==> config.mk <==
export PLATFORM = sky130hd
export DESIGN_NAME = wbcs_fifo
export DESIGN_NICKNAME = d
export VERILOG_FILES = /design/src/rtl/wbcs_pkg.sv /design/src/rtl/wbcs_fifo.sv
export SDC_FILE = /design/constraint.sdc
export NUM_CORES = 1
export LEC_CHECK = 0
export BUFFER_PORTS_ARGS = -buffer_cell sky130_fd_sc_hd__clkbuf_2
export CAP_MARGIN = 40
export CORE_ASPECT_RATIO = 0.6
export CORE_MARGIN = 2
export CORE_UTILIZATION = 30
export CTS_BUF_LIST = sky130_fd_sc_hd__clkbuf_4 sky130_fd_sc_hd__clkbuf_8
export DETAILED_ROUTE_END_ITERATION = 16
export PLACE_DENSITY = 0.49
export REMOVE_ABC_BUFFERS = 1
export SLEW_MARGIN = 10
export SYNTH_ARGS = -nofsm -noshare
export SYNTH_HDL_FRONTEND = slang
export SYNTH_SLANG_ARGS = --single-unit
==> constraint.sdc <==
create_clock -name clk_i -period 10.65 [get_ports clk_i]
set_input_delay 1.065 -clock clk_i [delete_from_list [all_inputs] [get_ports clk_i]]
set_output_delay 1.065 -clock clk_i [all_outputs]
set_load 0.005 [all_outputs]
==> src/rtl/wbcs_pkg.sv <==
// ----------------------------------------------------------------------------
// wbcs_pkg
// Shared types and constants of the bright-blob centroid steering block.
// ----------------------------------------------------------------------------
`timescale 1ns / 1ps
`default_nettype none

package wbcs_pkg;

  localparam int unsigned PixW   = 8;
  localparam int unsigned ColW   = 12;
  localparam int unsigned SumW   = 36;
  localparam int unsigned CntW   = 24;
  localparam int unsigned OutW   = 16;
  localparam int unsigned RegIdxW = 4;
  localparam int unsigned RegDatW = 16;
  localparam int unsigned MagW   = 13;
  localparam int unsigned PiW    = 31;
  localparam int unsigned ProdW  = MagW + PiW;

  localparam int unsigned JobDepth = 2;

  localparam logic [RegIdxW-1:0] RegRowStride  = RegIdxW'(0);
  localparam logic [RegIdxW-1:0] RegMatchValue = RegIdxW'(1);

  localparam logic [ColW-1:0] StrideReset = ColW'(1920);
  localparam logic [PixW-1:0] MatchReset  = PixW'(255);

  localparam logic [PiW-1:0]  PiQ29    = PiW'(1686629713);
  localparam logic [OutW-1:0] SpeedOne = OutW'(32768);
  localparam logic [OutW-1:0] SpeedMin = OutW'(3277);
  localparam logic [ColW-1:0] AvgMax   = ColW'(4095);

  typedef struct packed {
    logic [PixW-1:0] pixel_byte;
    logic            end_of_frame;
  } pix_t;

  typedef struct packed {
    logic                   target_seen;
    logic signed [OutW-1:0] turn_rate;
    logic [OutW-1:0]        forward_speed;
  } res_t;

  typedef struct packed {
    logic [RegIdxW-1:0] reg_idx;
    logic [RegDatW-1:0] wdata;
  } cfg_t;

  typedef struct packed {
    logic [SumW-1:0] col_sum;
    logic [CntW-1:0] hit_cnt;
    logic [ColW-1:0] stride;
  } job_t;

  typedef struct packed {
    logic            start;
    logic [SumW-1:0] dividend;
    logic [CntW-1:0] divisor;
  } div_req_t;

  typedef struct packed {
    logic            done;
    logic [SumW-1:0] quotient;
  } div_rsp_t;

endpackage

`default_nettype wire

==> src/rtl/wbcs_fifo.sv <==
// ----------------------------------------------------------------------------
// wbcs_fifo
// Short job queue between the pixel front end and the result back end.
// ----------------------------------------------------------------------------
`timescale 1ns / 1ps
`default_nettype none

module wbcs_fifo #(
  parameter int unsigned DEPTH = wbcs_pkg::JobDepth
) (
  input  wire logic           clk_i,
  input  wire logic           rst_ni,
  input  wire logic           push_i,
  input  wire wbcs_pkg::job_t push_data_i,
  output logic                full_o,
  input  wire logic           pop_i,
  output logic                valid_o,
  output wbcs_pkg::job_t      head_o
);

  localparam int unsigned PtrW = (DEPTH > 1) ? $clog2(DEPTH) : 1;
  localparam int unsigned FillW = $clog2(DEPTH + 1);

  wbcs_pkg::job_t   mem_q [DEPTH];
  logic [PtrW-1:0]  wr_ptr_q;
  logic [PtrW-1:0]  rd_ptr_q;
  logic [FillW-1:0] fill_q;
  logic             do_push;
  logic             do_pop;

  assign full_o  = fill_q == FillW'(DEPTH);
  assign valid_o = fill_q != '0;
  assign head_o  = mem_q[rd_ptr_q];
  assign do_push = push_i && !full_o;
  assign do_pop  = pop_i && valid_o;

  function automatic logic [PtrW-1:0] ptr_next(input logic [PtrW-1:0] p);
    return (p == PtrW'(DEPTH - 1)) ? '0 : p + PtrW'(1);
  endfunction

  always_ff @(posedge clk_i or negedge rst_ni) begin
    if (!rst_ni) begin
      wr_ptr_q <= '0;
      rd_ptr_q <= '0;
      fill_q   <= '0;
    end else begin
      if (do_push) wr_ptr_q <= ptr_next(wr_ptr_q);
      if (do_pop)  rd_ptr_q <= ptr_next(rd_ptr_q);
      if (do_push && !do_pop) begin
        fill_q <= fill_q + FillW'(1);
      end else if (do_pop && !do_push) begin
        fill_q <= fill_q - FillW'(1);
      end
    end
  end

  always_ff @(posedge clk_i) begin
    if (do_push) mem_q[wr_ptr_q] <= push_data_i;
  end

`ifndef SYNTHESIS
  a_no_push_full : assert property (@(posedge clk_i) disable iff (!rst_ni)
    full_o |-> !push_i)
    else $error("job pushed into full queue");
  a_fill_bound : assert property (@(posedge clk_i) disable iff (!rst_ni)
    fill_q <= FillW'(DEPTH))
    else $error("queue fill beyond depth");
`endif

endmodule

`default_nettype wire

==> flow_summary.toml <==
[status]
status = "finished, final reports clean"

[clocking]
clockBufferDepth = 2
cts_hold_buf = 0
clk_pin_slew_worst_paths_ns = 0.09
postCtsSetupRepairBufs = 0
tritoncts = "done"
cts-root-buf = "clkbuf_8"
cts_buffers = 17
clk_latency_ns = 0.43
clock-sinks = 148
cts_resized = 0
htree_levels = 4

[worst_setup_path]
start_kind = "register"
cp-end-kind = "output pin"
crit_slowest_cell = "dfrtp_4"
crit_family = "flip-flops"
slowest_delay_ns = 0.85
crit_chain = "buf_4, mux2_4, clkbuf_2"
cp_max_fo = 40
r2r-start = "fill_q[0]"
worstSetupPathType = "reg -> out"
cp.arrival_ns = 2.52
crit_buf_inv = 2
critPathRequiredTime_ns = 9.59
startpoint = "rd_ptr_q"

[sta]
finalCritPeriodShare_pct = 33.6
worst_pin_slew_ns = 0.751
fin_tns_setup_ns = 0
fin_skew_ns = 0.0130
grt_setup_unrepaired = "false"
hold_violations = 0
maxSlewHeadroom_pct = 50.0
slew_viol_final = 0
period_needed_ns = 3.58
setup_viol = 0
fmax_mhz = 279

[floorplanning]
rows = 39
die_y_um = 111
die-area_um2 = 20300
core_region_area_um2 = 18900
io_pins = 150
die_w_um = 183
initial_core_util_pct = 30.4

[global_route]
grt_start_max_net_pins = 41
grt_pass1_vias = 2792
gr-total-overflow = 0
grt_use_total_pct = 10.5
antenna_found_initial = 0
grt_pass1_wl_um = 15800

[pwr]
power.total_mw = 1.85
pwr_density_cell_nw_per_um2 = 260
p_leak_nw = 2.85
worst_ir_drop_vdd_mv = 0.0847

[route]
post_drt_wl_per_cell_um = 15.8
drcViolationCount = 0
ant_nets = 0
viasPerCell = 4.12
vias = 2745
drt_iter0_drc = 125
totalWireLength_um = 10500
drt-pass1-iter-count = 6

[synthesis]
syn_area_um2 = 5750
syn_area_per_cell_um2 = 23.6
syn_inst = 243
yosysSeqAreaShare_pct = 77.0
synthDistinctLibCells = 16
synth_seq_cells = 148
ys_warn_count = 0

[cells_and_area]
antenna_cells = 0
layout.nets = 484
final_util_pct = 37.6
syn2layout_area_growth_pct = 23.6
fillerInstances = 1773
layout_common_cells = "clkbuf_2 (149), edfxtp_1 (144), mux2_4 (69)"
final_common_cell = "clkbuf_2"
drive_gt1_share_pct = 62.4

[placement]
dp_hpwl_um = 7050
io_buffers = 149
place_congestion = 0.677

[run]
drv_cap = 0

[hold_path]
hold_class = "in -> async"
area by class of cell:
cell class	count	area, µm²	area share, %
repair buffers	153	808	11.4
flip-flops and latches	148	4430	62.3
well taps	246	308	4.33
clock buffers	17	234	3.29
multi-input cells	85	1170	16.5
clock inverters	15	144	2.03
inverters	2	7.51	0.106
kinds of logic (layout without fill, tap and decap cells):
group	after synthesis	after routing	synth area share (%)
adder cells (fa/ha/maj)	1	1	0.218
buffers and inverters	10	187	2.77
flip-flops	148	148	77.0
XOR/XNOR	5	5	0.762
AND/OR/NAND/NOR	7	7	0.632
multiplexers	72	72	18.6
path summary, 6_finish.rpt:
| kind | to | slack, ns | depth (start not counted) |
|---|---|---|---|
| max in group asynchronous | rd_ptr_q | 10.06 | 1 |
| min in group clk_i | fill_q[1] | 0.49 | 1 |
| max | head_o[19] | 7.07 | 3 |
| min | fill_q[1] | 0.43 | 1 |
| min reg2reg | fill_q[1] | 0.49 | 1 |
| max reg2reg | mem_q[0][46] | 8.34 | 5 |
sequential cells by signal (all words and copies together) (netlist names):
signal and count:
mem_q 144, wr_ptr_q 1, fill_q 2, rd_ptr_q 1
power breakdown:
group,leakage (nW),internal (mW),switching (mW),total [mW]
Combinational,1.29,0.324,0.249,0.573
Clock,0.186,0.190,0.224,0.414
Sequential,1.38,0.796,0.0675,0.863
cells in the mapped netlist:
cell	count	area, µm²
mux2_4	69	1040
ha_1	1	12.5
and3_1	1	6.26
xnor2_1	3	26.3
buf_6	1	11.3
mux2_2	3	33.8
nor2_1	2	7.51
or2_2	1	6.26
buf_12	7	140
nand2_2	1	6.26
edfxtp_1	144	4320
dfrtp_1	4	100
nand2_1	1	3.75
inv_1	2	7.51
nand2b_1	1	6.26
xor2_1	2	17.5
routing by layer:
metal  global-route usage, %  routed length (µm)  vias to the layer above
li1                        -                   -                     1283
met1                    13.7                4850                     1341
met2                    15.0                4450                      114
met3                    6.01                1120                        7
met4                    2.90                  75                        0
met5                       0                   0                        -
through the flow:
step                      hold slack [ns]  instance area [µm²]  cells  setup WS (ns)
final                               0.428                 7100    666           7.07
after global routing                0.379                 7100    666           6.91
after CTS                           0.390                 7100    666           6.95
after detailed placement            0.476                 6730    634           7.43
after global placement              0.471                 6680    632           7.43
after floorplan                     0.456                 5590    235           5.99
Power figures use the tool's default switching activity.
