**config.mk**
```make
export PLATFORM = sky130hd
export DESIGN_NAME = wbcs_back_flat
export DESIGN_NICKNAME = d
export VERILOG_FILES = /design/src/rtl/wbcs_pkg.sv /design/src/rtl/wbcs_stream_if.sv /design/src/rtl/wbcs_div.sv /design/src/rtl/wbcs_back.sv /design/src/flat_wrapper.sv
export SDC_FILE = /design/constraint.sdc
export NUM_CORES = 1
export LEC_CHECK = 0
export BUFFER_PORTS_ARGS = -buffer_cell sky130_fd_sc_hd__clkbuf_2
export CORE_MARGIN = 2
export CORE_UTILIZATION = 55
export CTS_BUF_LIST = sky130_fd_sc_hd__clkbuf_4 sky130_fd_sc_hd__clkbuf_8
export CTS_CLUSTER_DIAMETER = 100
export DETAILED_ROUTE_END_ITERATION = 10
export PLACE_DENSITY_LB_ADDON = 0.05
export SYNTH_ARGS = -nofsm -noshare
export SYNTH_HDL_FRONTEND = slang
export SYNTH_SLANG_ARGS = --single-unit
```
**constraint.sdc**
```tcl
create_clock -name clk_i -period 6.3 [get_ports clk_i]
set_clock_uncertainty 0.05 [all_clocks]
set_input_delay 0.315 -clock clk_i [delete_from_list [all_inputs] [get_ports clk_i]]
set_output_delay 0.315 -clock clk_i [all_outputs]
set_load 0.02 [all_outputs]
```
**src/rtl/wbcs_pkg.sv**
```systemverilog
// ----------------------------------------------------------------------------
// wbcs_pkg
// Shared types and constants of the bright-blob centroid steering block.
// ----------------------------------------------------------------------------
`timescale 1ns / 1ps
`default_nettype none

package wbcs_pkg;

  localparam int unsigned PixW   = 8;
  localparam int unsigned ColW   = 12;
  localparam int unsigned SumW   = 36;
  localparam int unsigned CntW   = 24;
  localparam int unsigned OutW   = 16;
  localparam int unsigned RegIdxW = 4;
  localparam int unsigned RegDatW = 16;
  localparam int unsigned MagW   = 13;
  localparam int unsigned PiW    = 31;
  localparam int unsigned ProdW  = MagW + PiW;

  localparam int unsigned JobDepth = 2;

  localparam logic [RegIdxW-1:0] RegRowStride  = RegIdxW'(0);
  localparam logic [RegIdxW-1:0] RegMatchValue = RegIdxW'(1);

  localparam logic [ColW-1:0] StrideReset = ColW'(1920);
  localparam logic [PixW-1:0] MatchReset  = PixW'(255);

  localparam logic [PiW-1:0]  PiQ29    = PiW'(1686629713);
  localparam logic [OutW-1:0] SpeedOne = OutW'(32768);
  localparam logic [OutW-1:0] SpeedMin = OutW'(3277);
  localparam logic [ColW-1:0] AvgMax   = ColW'(4095);

  typedef struct packed {
    logic [PixW-1:0] pixel_byte;
    logic            end_of_frame;
  } pix_t;

  typedef struct packed {
    logic                   target_seen;
    logic signed [OutW-1:0] turn_rate;
    logic [OutW-1:0]        forward_speed;
  } res_t;

  typedef struct packed {
    logic [RegIdxW-1:0] reg_idx;
    logic [RegDatW-1:0] wdata;
  } cfg_t;

  typedef struct packed {
    logic [SumW-1:0] col_sum;
    logic [CntW-1:0] hit_cnt;
    logic [ColW-1:0] stride;
  } job_t;

  typedef struct packed {
    logic            start;
    logic [SumW-1:0] dividend;
    logic [CntW-1:0] divisor;
  } div_req_t;

  typedef struct packed {
    logic            done;
    logic [SumW-1:0] quotient;
  } div_rsp_t;

endpackage

`default_nettype wire

```
**src/rtl/wbcs_stream_if.sv**
```systemverilog
// ----------------------------------------------------------------------------
// wbcs_stream_if
// Valid/ready channel with a typed payload.
// ----------------------------------------------------------------------------
`timescale 1ns / 1ps
`default_nettype none

interface wbcs_stream_if #(
  parameter type data_t = logic
) ();

  logic  valid;
  logic  ready;
  data_t data;

  modport source (output valid, output data, input ready);
  modport sink   (input valid, input data, output ready);

endinterface

`default_nettype wire

```
**src/rtl/wbcs_div.sv**
```systemverilog
// ----------------------------------------------------------------------------
// wbcs_div
// Radix-2 restoring divider, one quotient bit per cycle.
// ----------------------------------------------------------------------------
`timescale 1ns / 1ps
`default_nettype none

module wbcs_div (
  input  wire logic                clk_i,
  input  wire logic                rst_ni,
  input  wire wbcs_pkg::div_req_t  req_i,
  output wbcs_pkg::div_rsp_t       rsp_o
);

  localparam int unsigned DvdW  = wbcs_pkg::SumW;
  localparam int unsigned DvsW  = wbcs_pkg::CntW;
  localparam int unsigned StepW = $clog2(DvdW);

  logic              busy_q;
  logic              done_q;
  logic [StepW-1:0]  step_q;
  logic [DvdW-1:0]   dvd_q;
  logic [DvsW-1:0]   dvs_q;
  logic [DvsW-1:0]   rem_q;
  logic [DvsW:0]     rem_sh;
  logic [DvsW:0]     rem_sub;
  logic              ge;

  assign rem_sh  = {rem_q, dvd_q[DvdW-1]};
  assign rem_sub = rem_sh - {1'b0, dvs_q};
  assign ge      = rem_sh >= {1'b0, dvs_q};

  always_ff @(posedge clk_i or negedge rst_ni) begin
    if (!rst_ni) begin
      busy_q <= 1'b0;
      done_q <= 1'b0;
      step_q <= '0;
    end else begin
      done_q <= 1'b0;
      if (busy_q) begin
        step_q <= step_q + StepW'(1);
        if (step_q == StepW'(DvdW - 1)) begin
          busy_q <= 1'b0;
          done_q <= 1'b1;
        end
      end else if (req_i.start) begin
        busy_q <= 1'b1;
        step_q <= '0;
      end
    end
  end

  always_ff @(posedge clk_i) begin
    if (busy_q) begin
      rem_q <= ge ? rem_sub[DvsW-1:0] : rem_sh[DvsW-1:0];
      dvd_q <= {dvd_q[DvdW-2:0], ge};
    end else if (req_i.start) begin
      rem_q <= '0;
      dvd_q <= req_i.dividend;
      dvs_q <= req_i.divisor;
    end
  end

  assign rsp_o.done     = done_q;
  assign rsp_o.quotient = dvd_q;

`ifndef SYNTHESIS
  a_no_start_busy : assert property (@(posedge clk_i) disable iff (!rst_ni)
    busy_q |-> !req_i.start)
    else $error("divider started while busy");
`endif

endmodule

`default_nettype wire

```
**src/rtl/wbcs_back.sv**
```systemverilog
// ----------------------------------------------------------------------------
// wbcs_back
// Per-frame average, error, turn rate and speed on a shared serial divider.
// ----------------------------------------------------------------------------
`timescale 1ns / 1ps
`default_nettype none

module wbcs_back (
  input  wire logic           clk_i,
  input  wire logic           rst_ni,
  input  wire logic           job_valid_i,
  input  wire wbcs_pkg::job_t job_i,
  output logic                pop_o,
  wbcs_stream_if.source       res_o
);

  localparam int unsigned ColW  = wbcs_pkg::ColW;
  localparam int unsigned SumW  = wbcs_pkg::SumW;
  localparam int unsigned CntW  = wbcs_pkg::CntW;
  localparam int unsigned MagW  = wbcs_pkg::MagW;
  localparam int unsigned ProdW = wbcs_pkg::ProdW;
  localparam int unsigned OutW  = wbcs_pkg::OutW;
  localparam int unsigned SpdDvdW = MagW + 16;

  localparam logic [2:0] S_IDLE = 3'd0;
  localparam logic [2:0] S_AVG  = 3'd1;
  localparam logic [2:0] S_MUL  = 3'd2;
  localparam logic [2:0] S_TISS = 3'd3;
  localparam logic [2:0] S_TDIV = 3'd4;
  localparam logic [2:0] S_SDIV = 3'd5;
  localparam logic [2:0] S_DONE = 3'd6;

  logic [2:0]             state_q, state_d;
  logic [ColW-1:0]        stride_q;
  logic                   neg_q;
  logic [MagW-1:0]        mag_q;
  logic [ProdW-1:0]       prod_q;
  wbcs_pkg::res_t         work_q, work_d;
  wbcs_pkg::res_t         out_q;
  logic                   out_vld_q;

  wbcs_pkg::div_req_t     div_req;
  wbcs_pkg::div_rsp_t     div_rsp;

  logic [SumW-1:0]        quo;
  logic                   quo_big;
  logic [ColW-1:0]        avg;
  logic signed [MagW:0]   err;
  logic [SpdDvdW-1:0]     spd_dvd;
  logic [OutW-1:0]        spd_raw;
  logic                   load_out;

  wbcs_div u_div (
    .clk_i  (clk_i),
    .rst_ni (rst_ni),
    .req_i  (div_req),
    .rsp_o  (div_rsp)
  );

  assign quo     = div_rsp.quotient;
  assign quo_big = quo[SumW-1:15] != '0;
  assign avg     = (quo[SumW-1:ColW] != '0) ? wbcs_pkg::AvgMax : quo[ColW-1:0];
  assign err     = $signed({2'b00, stride_q}) - $signed({1'b0, avg, 1'b0});
  assign spd_dvd = (SpdDvdW'(mag_q) << 15) + SpdDvdW'(stride_q) - SpdDvdW'(1);
  assign spd_raw = wbcs_pkg::SpeedOne - {1'b0, quo[14:0]};
  assign load_out = (state_q == S_DONE) && (!out_vld_q || res_o.ready);

  always_comb begin
    state_d          = state_q;
    work_d           = work_q;
    pop_o            = 1'b0;
    div_req.start    = 1'b0;
    div_req.dividend = job_i.col_sum;
    div_req.divisor  = job_i.hit_cnt;
    case (state_q)
      S_IDLE: begin
        if (job_valid_i) begin
          pop_o = 1'b1;
          if (job_i.hit_cnt == '0) begin
            work_d  = '0;
            state_d = S_DONE;
          end else begin
            div_req.start = 1'b1;
            state_d       = S_AVG;
          end
        end
      end
      S_AVG: begin
        if (div_rsp.done) state_d = S_MUL;
      end
      S_MUL: begin
        state_d = S_TISS;
      end
      S_TISS: begin
        div_req.start    = 1'b1;
        div_req.dividend = SumW'(prod_q[ProdW-1:16]);
        div_req.divisor  = CntW'(stride_q);
        state_d          = S_TDIV;
      end
      S_TDIV: begin
        div_req.dividend = SumW'(spd_dvd);
        div_req.divisor  = CntW'(stride_q);
        if (div_rsp.done) begin
          work_d.target_seen = 1'b1;
          if (neg_q) begin
            work_d.turn_rate = quo_big ? OutW'(16'sh8000) : OutW'(-quo[OutW-1:0]);
          end else begin
            work_d.turn_rate = quo_big ? OutW'(16'sh7FFF) : OutW'(quo[OutW-1:0]);
          end
          div_req.start = 1'b1;
          state_d       = S_SDIV;
        end
      end
      S_SDIV: begin
        if (div_rsp.done) begin
          if (quo_big || spd_raw < wbcs_pkg::SpeedMin) begin
            work_d.forward_speed = wbcs_pkg::SpeedMin;
          end else begin
            work_d.forward_speed = spd_raw;
          end
          state_d = S_DONE;
        end
      end
      S_DONE: begin
        if (load_out) state_d = S_IDLE;
      end
      default: begin
        state_d = S_IDLE;
      end
    endcase
  end

  always_ff @(posedge clk_i or negedge rst_ni) begin
    if (!rst_ni) begin
      state_q   <= S_IDLE;
      out_vld_q <= 1'b0;
    end else begin
      state_q <= state_d;
      if (load_out) begin
        out_vld_q <= 1'b1;
      end else if (res_o.ready) begin
        out_vld_q <= 1'b0;
      end
    end
  end

  always_ff @(posedge clk_i) begin
    work_q <= work_d;
    if (state_q == S_IDLE) stride_q <= job_i.stride;
    if (state_q == S_AVG && div_rsp.done) begin
      neg_q <= err < 0;
      mag_q <= MagW'((err < 0) ? -err : err);
    end
    if (state_q == S_MUL) prod_q <= ProdW'(mag_q) * ProdW'(wbcs_pkg::PiQ29);
    if (load_out) out_q <= work_q;
  end

  assign res_o.valid = out_vld_q;
  assign res_o.data  = out_q;

`ifndef SYNTHESIS
  a_done_when_waiting : assert property (@(posedge clk_i) disable iff (!rst_ni)
    div_rsp.done |-> (state_q == S_AVG || state_q == S_TDIV || state_q == S_SDIV))
    else $error("divider result arrived outside a wait state");
  a_seen_speed_floor : assert property (@(posedge clk_i) disable iff (!rst_ni)
    (out_vld_q && out_q.target_seen) |-> out_q.forward_speed >= wbcs_pkg::SpeedMin)
    else $error("speed below floor with target seen");
  a_unseen_zero : assert property (@(posedge clk_i) disable iff (!rst_ni)
    (out_vld_q && !out_q.target_seen) |-> (out_q.turn_rate == '0 &&
      out_q.forward_speed == '0))
    else $error("nonzero command without target");
`endif

endmodule

`default_nettype wire

```
**src/flat_wrapper.sv**
```systemverilog
// flat-port wrapper written by rule: the top's interface ports become plain ports
module wbcs_back_flat 
  (clk_i, rst_ni, job_valid_i, job_i, pop_o, res_o_valid, res_o_data, res_o_ready);
  wbcs_stream_if res_o_i ();
  input  wire logic clk_i;
  input  wire logic rst_ni;
  input  wire logic job_valid_i;
  input  wire wbcs_pkg::job_t job_i;
  output logic pop_o;
  output wire logic [$bits(res_o_i.valid)-1:0] res_o_valid;
  output wire logic [$bits(res_o_i.data)-1:0] res_o_data;
  input wire logic [$bits(res_o_i.ready)-1:0] res_o_ready;
  assign res_o_valid = res_o_i.valid;
  assign res_o_data = res_o_i.data;
  assign res_o_i.ready = res_o_ready;
  wbcs_back u_core (.clk_i(clk_i), .rst_ni(rst_ni), .job_valid_i(job_valid_i), .job_i(job_i), .pop_o(pop_o), .res_o(res_o_i));
endmodule
```
==> flow_summary.yaml <==
status:
  status: "finished, violations left"
  violations: "DRC"
synth:
  synth-simple-area-share_pct: 11.4
  synth-adder-area-share_pct: 30.7
  synth_top_area_cell: "edfxtp_1"
  synth_compound_area_share_pct: 14.1
  syn_avg_cell_area_um2: 10.1
  ys_warn_count: 0
  synth-edff-count: 139
  synth.area.top_cells: "edfxtp_1 29%, ha_1 16%, fa_1 15%, inv_1 6.2%, xnor2_1 3.5%"
  synth-xor-area-share_pct: 5.02
  synth_area_um2: 14600
  synth_top_family_by_area: "adder cells"
  synth_top_area_share_pct: 28.5
  synthArstFlopShare_pct: 7.95
  synth_cell_types: 79
  synth_nets: 1814
  ys_seq_elements: 151
  ys.flop_type: "edfxtp_1"
  synth.area.mux_share_pct: 1.15
  syn_inst: 1445
  ys_seq_area_share_pct: 30.6
pwr:
  pwr-share-seq_pct: 30.5
  comb_power_share_pct: 58.6
  clkPwrFrac_pct: 10.9
  intPower_uw: 3570
  p_switching_uw: 3000
  leakagePower_uw: 0.00734
  vdd_ir_drop_max_v: 0.000237
  power_density_nw_per_um2: 409
  swShare_pct: 45.7
sta:
  maxSlewHeadroom_pct: 42.8
  holdWs_ps: 93.0
  hold_violations: 0
  timing.fmax_mhz: 166
  worst_slew_pin_slew_ps: 858
  fin_crit_sh_pct: 95.7
  rsz0062_at_grt: "false"
  tns_ps: 0
  finalCriticalPeriod_ps: 6030
  setup_viol: 0
  finalMaxSlewViolations: 0
route:
  wirelength_um: 38600
  viasPerCell: 5.81
  vias: 11000
  drt_first_pass_iters: 8
  drt-wirelength-per-cell_um: 20.3
  drt.antenna.violating_nets: 0
  first_iter_violations: 757
  drcViolationCount: 5
clock_tree:
  clk_path_buf_depth: 2
  insertion_delay_ps: 480
  htree_levels: 4
  clk_pin_slew_ps: 110
  cts.sinks: 151
  clockRootBuffer: "clkbuf_8"
  cts_tree: "done"
  post_cts_buffers: 0
  cts-buffers-inserted: 17
global_route:
  grt_max_degree: 71
  grt_pass1_wl_um: 61100
  met2_usage_pct: 47.0
  gr-max-usage-layer: "met2"
  grt_pass1_vias: 11200
  gr-total-overflow: 0
  grt_usage_pct: 28.6
  antenna_found_initial: 0
  met1_usage_pct: 39.6
  use_met3_pct: 3.92
worst_setup_path:
  critPathLaunchType: "register"
  critPathMaxFanout: 9
  startpoint: "u_core.mag_q[12]"
  arrival_ps: 6190
  rr_startpoint: "u_core.mag_q[12]"
  timing.rr.end: "u_core.prod_q[41]"
  end_kind: "register"
  r2r_cells: 18
  critical_path_class: "register to register"
  reg2reg_slack_ps: 270
  cp_data_required_time_ps: 6460
final_layout:
  areaGrowthSynthToFinish_pct: 9.49
  nets: 1919
  antenna_cells: 0
  layout-drive-gt1-share_pct: 11.8
place:
  place_congestion: 0.998
  io_buffers: 78
  dpl.hpwl_um: 30700
floorplan:
  core_area_um2: 26100
  io_pins: 79
  die_h_um: 167
  die_w_um: 167
  start_util_pct: 56.0
  rows: 59
  die_area_um2: 27900
min_path:
  hold_path.startpoint: "job_i[28]"
  hold_end: "u_core.u_div.dvs_q[16]"
  worstHoldPathCells: 2
  hold_class: "primary input to register"
flow_run:
  cap_violations: 0
power by group through the flow:
stage	logic (uW)	clock network, uW	registers (uW)
floorplan	2890	0	1900
global placement	3770	0	2010
detailed placement	3800	0	2010
CTS	3840	725	1990
global route	4310	759	2040
finish	3840	716	2000
sequential cells by signal, indices dropped and copies added, names as in the netlist:
register             count
u_core.res_o.valid       1
u_core.mag_q            13
u_core.state_q           3
u_core.u_div.rem_q      24
u_core.res_o.data        1
u_core.stride_q         12
u_core.u_div.dvs_q      24
u_core.u_div.step_q      6
u_core.u_div.dvd_q      36
u_core.u_div.busy_q      1
u_core.u_div.done_q      1
u_core.work_q            1
u_core.prod_q           28
worst max-delay path by stage:
stage	end	slack, ps
after global routing	u_core.prod_q[41]	50
after floorplan	u_core.prod_q[41]	690
after detailed placement	u_core.prod_q[41]	360
after global placement	u_core.prod_q[41]	510
after CTS	u_core.prod_q[41]	300
final	u_core.prod_q[41]	270
worst max-delay path, cell delays in order (launching register included):
cell,delay (ps)
edfxtp_1,600
fa_1,690
ha_1,300
xor2_1,190
fa_1,520
inv_1,60
fa_1,520
inv_1,50
fa_1,530
inv_1,40
ha_1,400
a21oi_1,240
o21ai_1,150
nor2_1,150
o211ai_1,140
and2_4,220
a311o_1,410
a2111oi_2,390
nor3_1,90
cells in the mapped netlist (15+ instances only):
cell type,instances
a21oi_1,70
ha_1,182
nand4_1,21
a22oi_1,18
a21o_1,28
a31oi_1,15
edfxtp_1,139
o211ai_1,18
o21a_1,26
nand3_1,22
nor3_1,19
fa_1,111
inv_1,241
and2_1,17
nor2_1,82
nand2_1,89
o21ai_0,54
xor2_1,24
clkbuf_1,29
xnor2_1,58
repair_timing:
| item | CTS | global route |
|---|---|---|
| hold buffers | 13 | 0 |
| resized for setup | 0 | 0 |
| hold endpoints to repair | 24 | 0 |
metal layers:
layer  vias to the layer above  part of all wire, %  routed length [um]
li1                       5243                    -                   -
met1                      5412                   46               17600
met4                         0                  2.6                1020
met2                       313                   47               18100
met3                        50                  4.8                1870
met5                         -                    0                   0
cell usage in the layout (no fill, tap or decap), types with 21 or more instances in the layout:
cell type / synthesis / layout
o21a_1: 26 / 26
buf_4: 0 / 27
o21ai_0: 54 / 54
nand3_1: 22 / 22
fa_1: 111 / 111
a21o_1: 28 / 28
ha_1: 182 / 182
clkbuf_2: 0 / 78
a21oi_1: 70 / 70
nand4_1: 21 / 21
nand2_1: 89 / 89
nor2_1: 82 / 78
xnor2_1: 58 / 58
xor2_1: 24 / 24
inv_1: 241 / 239
edfxtp_1: 139 / 139
metrics by stage:
| step | cells | power, uW | worst slack (ps) | area [um^2] | util [%] |
|---|---|---|---|---|---|
| finish | 1898 | 6560 | 274 | 16000 | 61.4 |
| detailed placement | 1853 | 5820 | 361 | 15600 | 59.5 |
| floorplan | 1445 | 4790 | 692 | 14600 | - |
| global route | 1898 | 7110 | 47.1 | 16000 | 61.4 |
| CTS | 1898 | 6560 | 305 | 16000 | 61.4 |
| global placement | 1853 | 5770 | 508 | 15600 | 59.5 |
area by class of cell:
cell class	count	area (um^2)
fill	2246	10100
multi-input combinational	1021	9170
sequential	151	4470
inverter	241	905
timing repair buffer	118	723
tap	335	419
clock buffer	19	249
clock inverter	13	97.6
kinds of logic (layout without fill, tap and decap cells):
family | after synthesis | after routing
AND/OR/NAND/NOR | 328 | 328
AO/OA/AOI/OAI | 302 | 302
adder cells (fa/ha/maj) | 293 | 293
buffers and inverters | 273 | 391
flip-flops | 151 | 151
XOR/XNOR | 83 | 83
multiplexers | 15 | 15
(Power assumes the default switching activity.)
